`config.mk`:
```
export PLATFORM = sky130hd
export DESIGN_NAME = mbt_nbr
export DESIGN_NICKNAME = d
export VERILOG_FILES = /design/src/rtl/mbt_pkg.sv /design/src/rtl/mbt_nbr.sv
export SDC_FILE = /design/constraint.sdc
export NUM_CORES = 1
export LEC_CHECK = 0
export BUFFER_PORTS_ARGS = -buffer_cell sky130_fd_sc_hd__buf_2
export CORE_ASPECT_RATIO = 1.1
export CORE_MARGIN = 4
export CORE_UTILIZATION = 40
export DETAILED_ROUTE_END_ITERATION = 6
export PLACE_DENSITY_LB_ADDON = 0.2
export REMOVE_ABC_BUFFERS = 1
export SLEW_MARGIN = 20
export SYNTH_ARGS = -nofsm -noshare
export SYNTH_HDL_FRONTEND = slang
export SYNTH_SLANG_ARGS = --single-unit
```
`constraint.sdc`:
```
create_clock -name vclk -period 6.45
set_clock_uncertainty 0.1 [all_clocks]
set_input_delay 1.29 -clock vclk [all_inputs]
set_output_delay 1.29 -clock vclk [all_outputs]
set_load 0.02 [all_outputs]
```
`src/rtl/mbt_pkg.sv`:
```
`default_nettype none

package mbt_pkg;

  localparam int MAX_DIM_DEF      = 64;
  localparam int START_COLUMN_DEF = 1;
  localparam int MAX_POINTS_DEF   = 16384;

  localparam int PT_W    = 6;
  localparam int CFG_W   = 7;
  localparam int CFG_IDX_W = 1;

  localparam logic [CFG_W-1:0] DIM_RESET = 7'd64;

  localparam logic [CFG_IDX_W-1:0] CFG_ROWS = 1'd0;
  localparam logic [CFG_IDX_W-1:0] CFG_COLS = 1'd1;

  localparam logic [1:0] ST_OK       = 2'd0;
  localparam logic [1:0] ST_NO_START = 2'd1;
  localparam logic [1:0] ST_CAP      = 2'd2;
  localparam logic [1:0] ST_DONE     = 2'd3;

  localparam logic FUNC_WRITE = 1'b0;

  typedef struct packed {
    logic            func;
    logic [PT_W-1:0] pixel_row;
    logic [PT_W-1:0] pixel_col;
    logic            pixel_value;
  } item_t;

  typedef struct packed {
    logic [PT_W-1:0] point_row;
    logic [PT_W-1:0] point_col;
    logic            last_point;
    logic [1:0]      status;
  } point_t;

  typedef struct packed {
    logic in_image;
    logic is_start;
  } nbr_flags_t;

  // clockwise neighbour offsets, direction 0 is up-right
  function automatic logic signed [1:0] dir_drow(input logic [2:0] d);
    logic signed [1:0] v;
    unique case (d)
      3'd0: v = -2'sd1;
      3'd1: v = 2'sd0;
      3'd2: v = 2'sd1;
      3'd3: v = 2'sd1;
      3'd4: v = 2'sd1;
      3'd5: v = 2'sd0;
      3'd6: v = -2'sd1;
      3'd7: v = -2'sd1;
    endcase
    return v;
  endfunction

  function automatic logic signed [1:0] dir_dcol(input logic [2:0] d);
    logic signed [1:0] v;
    unique case (d)
      3'd0: v = 2'sd1;
      3'd1: v = 2'sd1;
      3'd2: v = 2'sd1;
      3'd3: v = 2'sd0;
      3'd4: v = -2'sd1;
      3'd5: v = -2'sd1;
      3'd6: v = -2'sd1;
      3'd7: v = 2'sd0;
    endcase
    return v;
  endfunction

endpackage

`default_nettype wire

```
`src/rtl/mbt_nbr.sv`:
```
`default_nettype none

module mbt_nbr
  import mbt_pkg::*;
#(
  parameter int MAX_DIM      = MAX_DIM_DEF,
  parameter int START_COLUMN = START_COLUMN_DEF,
  localparam int CW   = $clog2(MAX_DIM),
  localparam int DIMW = $clog2(MAX_DIM + 1)
) (
  input  wire logic [CW-1:0]   row,
  input  wire logic [CW-1:0]   col,
  input  wire logic [2:0]      dir,
  input  wire logic [CW-1:0]   start_row,
  input  wire logic [DIMW-1:0] rows_used,
  input  wire logic [DIMW-1:0] cols_used,
  output logic [CW-1:0]        nrow,
  output logic [CW-1:0]        ncol,
  output nbr_flags_t           flags
);

  logic signed [CW+1:0] nr;
  logic signed [CW+1:0] nc;
  logic                 inside_grid;

  always_comb begin
    nr = $signed({2'b00, row}) + (CW+2)'(dir_drow(dir));
    nc = $signed({2'b00, col}) + (CW+2)'(dir_dcol(dir));
    // top bit set means the step went off the low edge
    inside_grid = !nr[CW+1] && !nc[CW+1];
    flags.in_image = inside_grid
                     && (nr[CW:0] < (CW+1)'(rows_used))
                     && (nc[CW:0] < (CW+1)'(cols_used));
    flags.is_start = inside_grid
                     && (nr[CW:0] == {1'b0, start_row})
                     && (32'(nc[CW:0]) == START_COLUMN);
    nrow = nr[CW-1:0];
    ncol = nc[CW-1:0];
  end

endmodule

`default_nettype wire

```
Word level (Yosys, flattened, before mapping)
Memory sizes are Yosys's and may differ from the RTL's.
Index checks and enable logic that the tools add are counted.
{ "word_totals": {"mem_count": 2, "latchBits": 0, "out_inout_bits": 14, "mem_bits_rw": 0, "in_bits": 35, "mem_bits_ro": 32, "word_cells": 15, "reg_bits": 0} }
{ "classes": {"n_mul": 0, "reduce_logical": 7, "n_eq_ne": 2, "magnitude_cmp": 2, "n_shift": 0, "bitwise_logic": 0, "n_div": 0, "n_mux": 0, "n_addsub": 2} }
{ "mem_list": {"columns": ["memory", "depth", "width", "read_ports", "rd_clocked_by_memory_dff", "write_ports", "line", "rtl"], "rows": [
  ["(no name shown)", 8, 2, 1, 0, 0, "mbt_pkg.sv:47", "unique case (d)"],
  ["(no name shown)", 8, 2, 1, 0, 0, "mbt_pkg.sv:62", "unique case (d)"]
]} }
{ "ops": {"columns": ["cell", "count"], "rows": [
  ["$add A7 B2 Y8", 2],
  ["$lt A7 B7 Y1", 2],
  ["$eq A7 B1 Y1 const B", 1],
  ["$eq A7 B6 Y1", 1],
  ["$logic_and A1 B1 Y1", 5],
  ["$logic_not A1 Y1", 2]
]} }

Depth between registers and ports, before layout
An unclocked memory read counts as a cell.
{ "logic_depth": {"word_depth": 6, "depth_mapped": 15, "mapped_depth_nobuf": 15} }

Least setup slack after synthesis
OpenSTA, ideal clock, no wires.
{ "synth_path": {"kind": "in2out", "from": "input port dir[0]", "to": "output port flags[0] (netlist bit)", "t_required_ps": 5060, "path_stages": 9, "path_buffers": 0, "setup_slack_ps": 552, "arrival_ps": 4508, "cell_sequence": "nor3_1 > a21oi_1 > inv_1 > fa_1 > xor2_4 > or4_1 > or4_1 > or4_1 > nor4_2"} }
{ "synth_rtl": {"columns": ["element", "line", "rtl"], "rows": [
  ["start, declared", "mbt_nbr.sv:13", "input wire logic [2:0] dir,"],
  ["end, declared", "mbt_nbr.sv:19", "output nbr_flags_t flags"]
]} }

==> results.toml <==
[yosys]
synth_compound_area_share_pct = 22.4
synth_fa_ha_area_share_pct = 36.4
ys_top_cells_by_area = "ha_1 32%, xor2_1 8.7%, inv_1 7.5%, xor2_4 5.5%, a21oi_1 4.5%"
syn_inst = 130
synth_cell_types = 29
synth-simple-area-share_pct = 16.9
synth.area.mux_share_pct = 0
synth_top_family_by_area = "adder cells"
avgSynthCellArea_um2 = 7.73
synth_top_cell_area_share_pct = 32.4
ys_seq_area_share_pct = 0
synth_xor_area_share_pct = 16.8
synth_top_cell_by_area = "ha_1"
yosysWarnings = 0
netlist_area_um2 = 1000

[drt]
drt-wirelength-per-cell_um = 11.4
routed_wirelength_um = 2380
firstDrtPassIters = 4
vias = 1046
drcViolationCount = 0
drt_iter0_markers = 9
drt-vias-per-instance = 5.00
ant_nets = 0

[timing]
slew_violations = 0
fmax_mhz = 166
rsz0062_at_grt = "false"
fin_crit_sh_pct = 93.5
final_hold_viol_count = 0
fin_tns_setup_ns = 0
setup_viol = 0
max_slew_margin_pct = 66.8
finalCriticalPeriod_ns = 6.03
worst_pin_slew_ns = 0.496

[die]
num_io_pins = 49
start_util_pct = 43.3
fp-row-count = 18
core_area_um2 = 2320
dieArea_um2 = 3380
fp.dieW_um = 55.8
fp.dieH_um = 60.6

[worst_hold_path]
hold_path.class = "primary input to output port"

[place]
place_inst = 209
hpwl_um = 2280
io_buffers = 49
routabilityCongestion = 0.788

[cells_and_area]
final_cell_mix = "49 x buf_2, 26 x ha_1, 20 x inv_1"
num-fill-cells = 241
seq_area_um2 = 0
drive_above_1_share_pct = 29.1
nets = 244
n_sequential_cell = 0
layout_commonest_cell = "buf_2"
layoutNonFillerInstCount = 209
antenna-diode-count = 0
area_growth_syn_to_layout_pct = 28.1
final.clkbuf_count = 0

[power_and_ir_drop]
power.density_nw_per_um2 = 129
swShare_pct = 58.0
p_switching_uw = 96.5
p_seq_share_pct = 0
internal-power_uw = 70.0
ir_drop_mv = 0.0658
p_comb_share_pct = 100.0
p_leak_nw = 0.721
p_clk_share_pct = 0

[run_status]
outcome = "finished clean"

[grt]
grt_usage_pct = 14.1
antenna_found_initial = 0
grt_pass1_wl_um = 4010
grt_max_degree = 8
grt_pass1_vias = 1034
overflow = 0

[job]
maxCapViolations = 0

[worst_setup_path]
start_kind = "primary input"
arrival_ns = 4.64
cp_max_fo = 7
cp_data_required_time_ns = 5.06
crit_type = "primary input to output port"
setup.worst_path.end = "flags[0]"
endpoint_kind = "output port"
crit_path_start = "dir[1]"

[cts]
cts_setup_buffers = 0
cts_repair_resize_count = 0
hold_buffers = 0
## cells by family (layout without fill, tap and decap cells)
kind of cell / Yosys count / after routing
compound gates: 35 / 35
simple gates: 32 / 32
fa+ha+maj: 28 / 28
buf+inv: 20 / 69
xor+xnor: 15 / 15
## how the worst min path moves through the flow
stage	slack [ns]	depth (start not counted)	to	from
CTS	2.88	3	ncol[0]	col[0]
global placement	2.87	3	ncol[0]	col[0]
detailed placement	2.88	3	ncol[0]	col[0]
floorplan	2.71	2	flags[0]	start_row[5]
finish	2.87	3	ncol[0]	col[0]
global route	2.92	3	ncol[0]	col[0]
## cells in the mapped netlist (all sizes together), types with 2 or more instances
library cell  instances
ha                   26
nor2                  6
nand2                 8
o21ai                 7
nand3                 2
nor3                  3
xnor2                 3
a21oi                 9
inv                  20
xor2                 12
o211ai                3
o21bai                4
or3                   2
nand2b                4
a211oi                3
or4                   4
a21o                  3
fa                    2
## per-layer routing
metal	share of wire, %	track usage, %	vias up
li1	-	-	563
met1	38	14.4	468
met2	59	33.3	15
met3	3.0	0.213	0
met4	0	0	0
met5	0	0	-
## power groups by stage
stage	sequential, mW	clock [mW]	combinational, mW
2_1_floorplan	0	0	0.120
3_3_place_gp	0	0	0.164
3_5_place_dp	0	0	0.169
4_1_cts	0	0	0.170
5_1_grt	0	0	0.189
6_report	0	0	0.167
## metrics by stage
step | setup slack (ns) | power (mW) | util (%) | hold slack, ns | area, um2
after global routing | 0.188 | 0.189 | 55.5 | 2.92 | 1290
after detailed placement | 0.390 | 0.169 | 55.5 | 2.88 | 1290
final | 0.421 | 0.167 | 55.5 | 2.87 | 1290
after floorplan | 0.552 | 0.120 | - | 2.71 | 1000
after CTS | 0.392 | 0.170 | 55.5 | 2.88 | 1290
after global placement | 0.421 | 0.164 | 55.5 | 2.87 | 1290
## critical path, stage by stage
cell	delay, ns
buf_2	0.10
nor3_1	0.05
a21oi_1	0.33
inv_1	0.25
fa_1	0.62
xor2_4	0.21
or4_1	0.48
or4_1	0.47
or4_1	0.42
nor4_2	0.21
buf_2	0.20
## layout make-up
type	count	area, um2	share of cell area (%)
Tap cell	30	37.5	2.92
Inverter	20	75.1	5.83
Timing Repair Buffer	49	245	19.0
Multi-Input combinational cell	110	930	72.2
No activity file was read; power rests on OpenSTA's default activity.
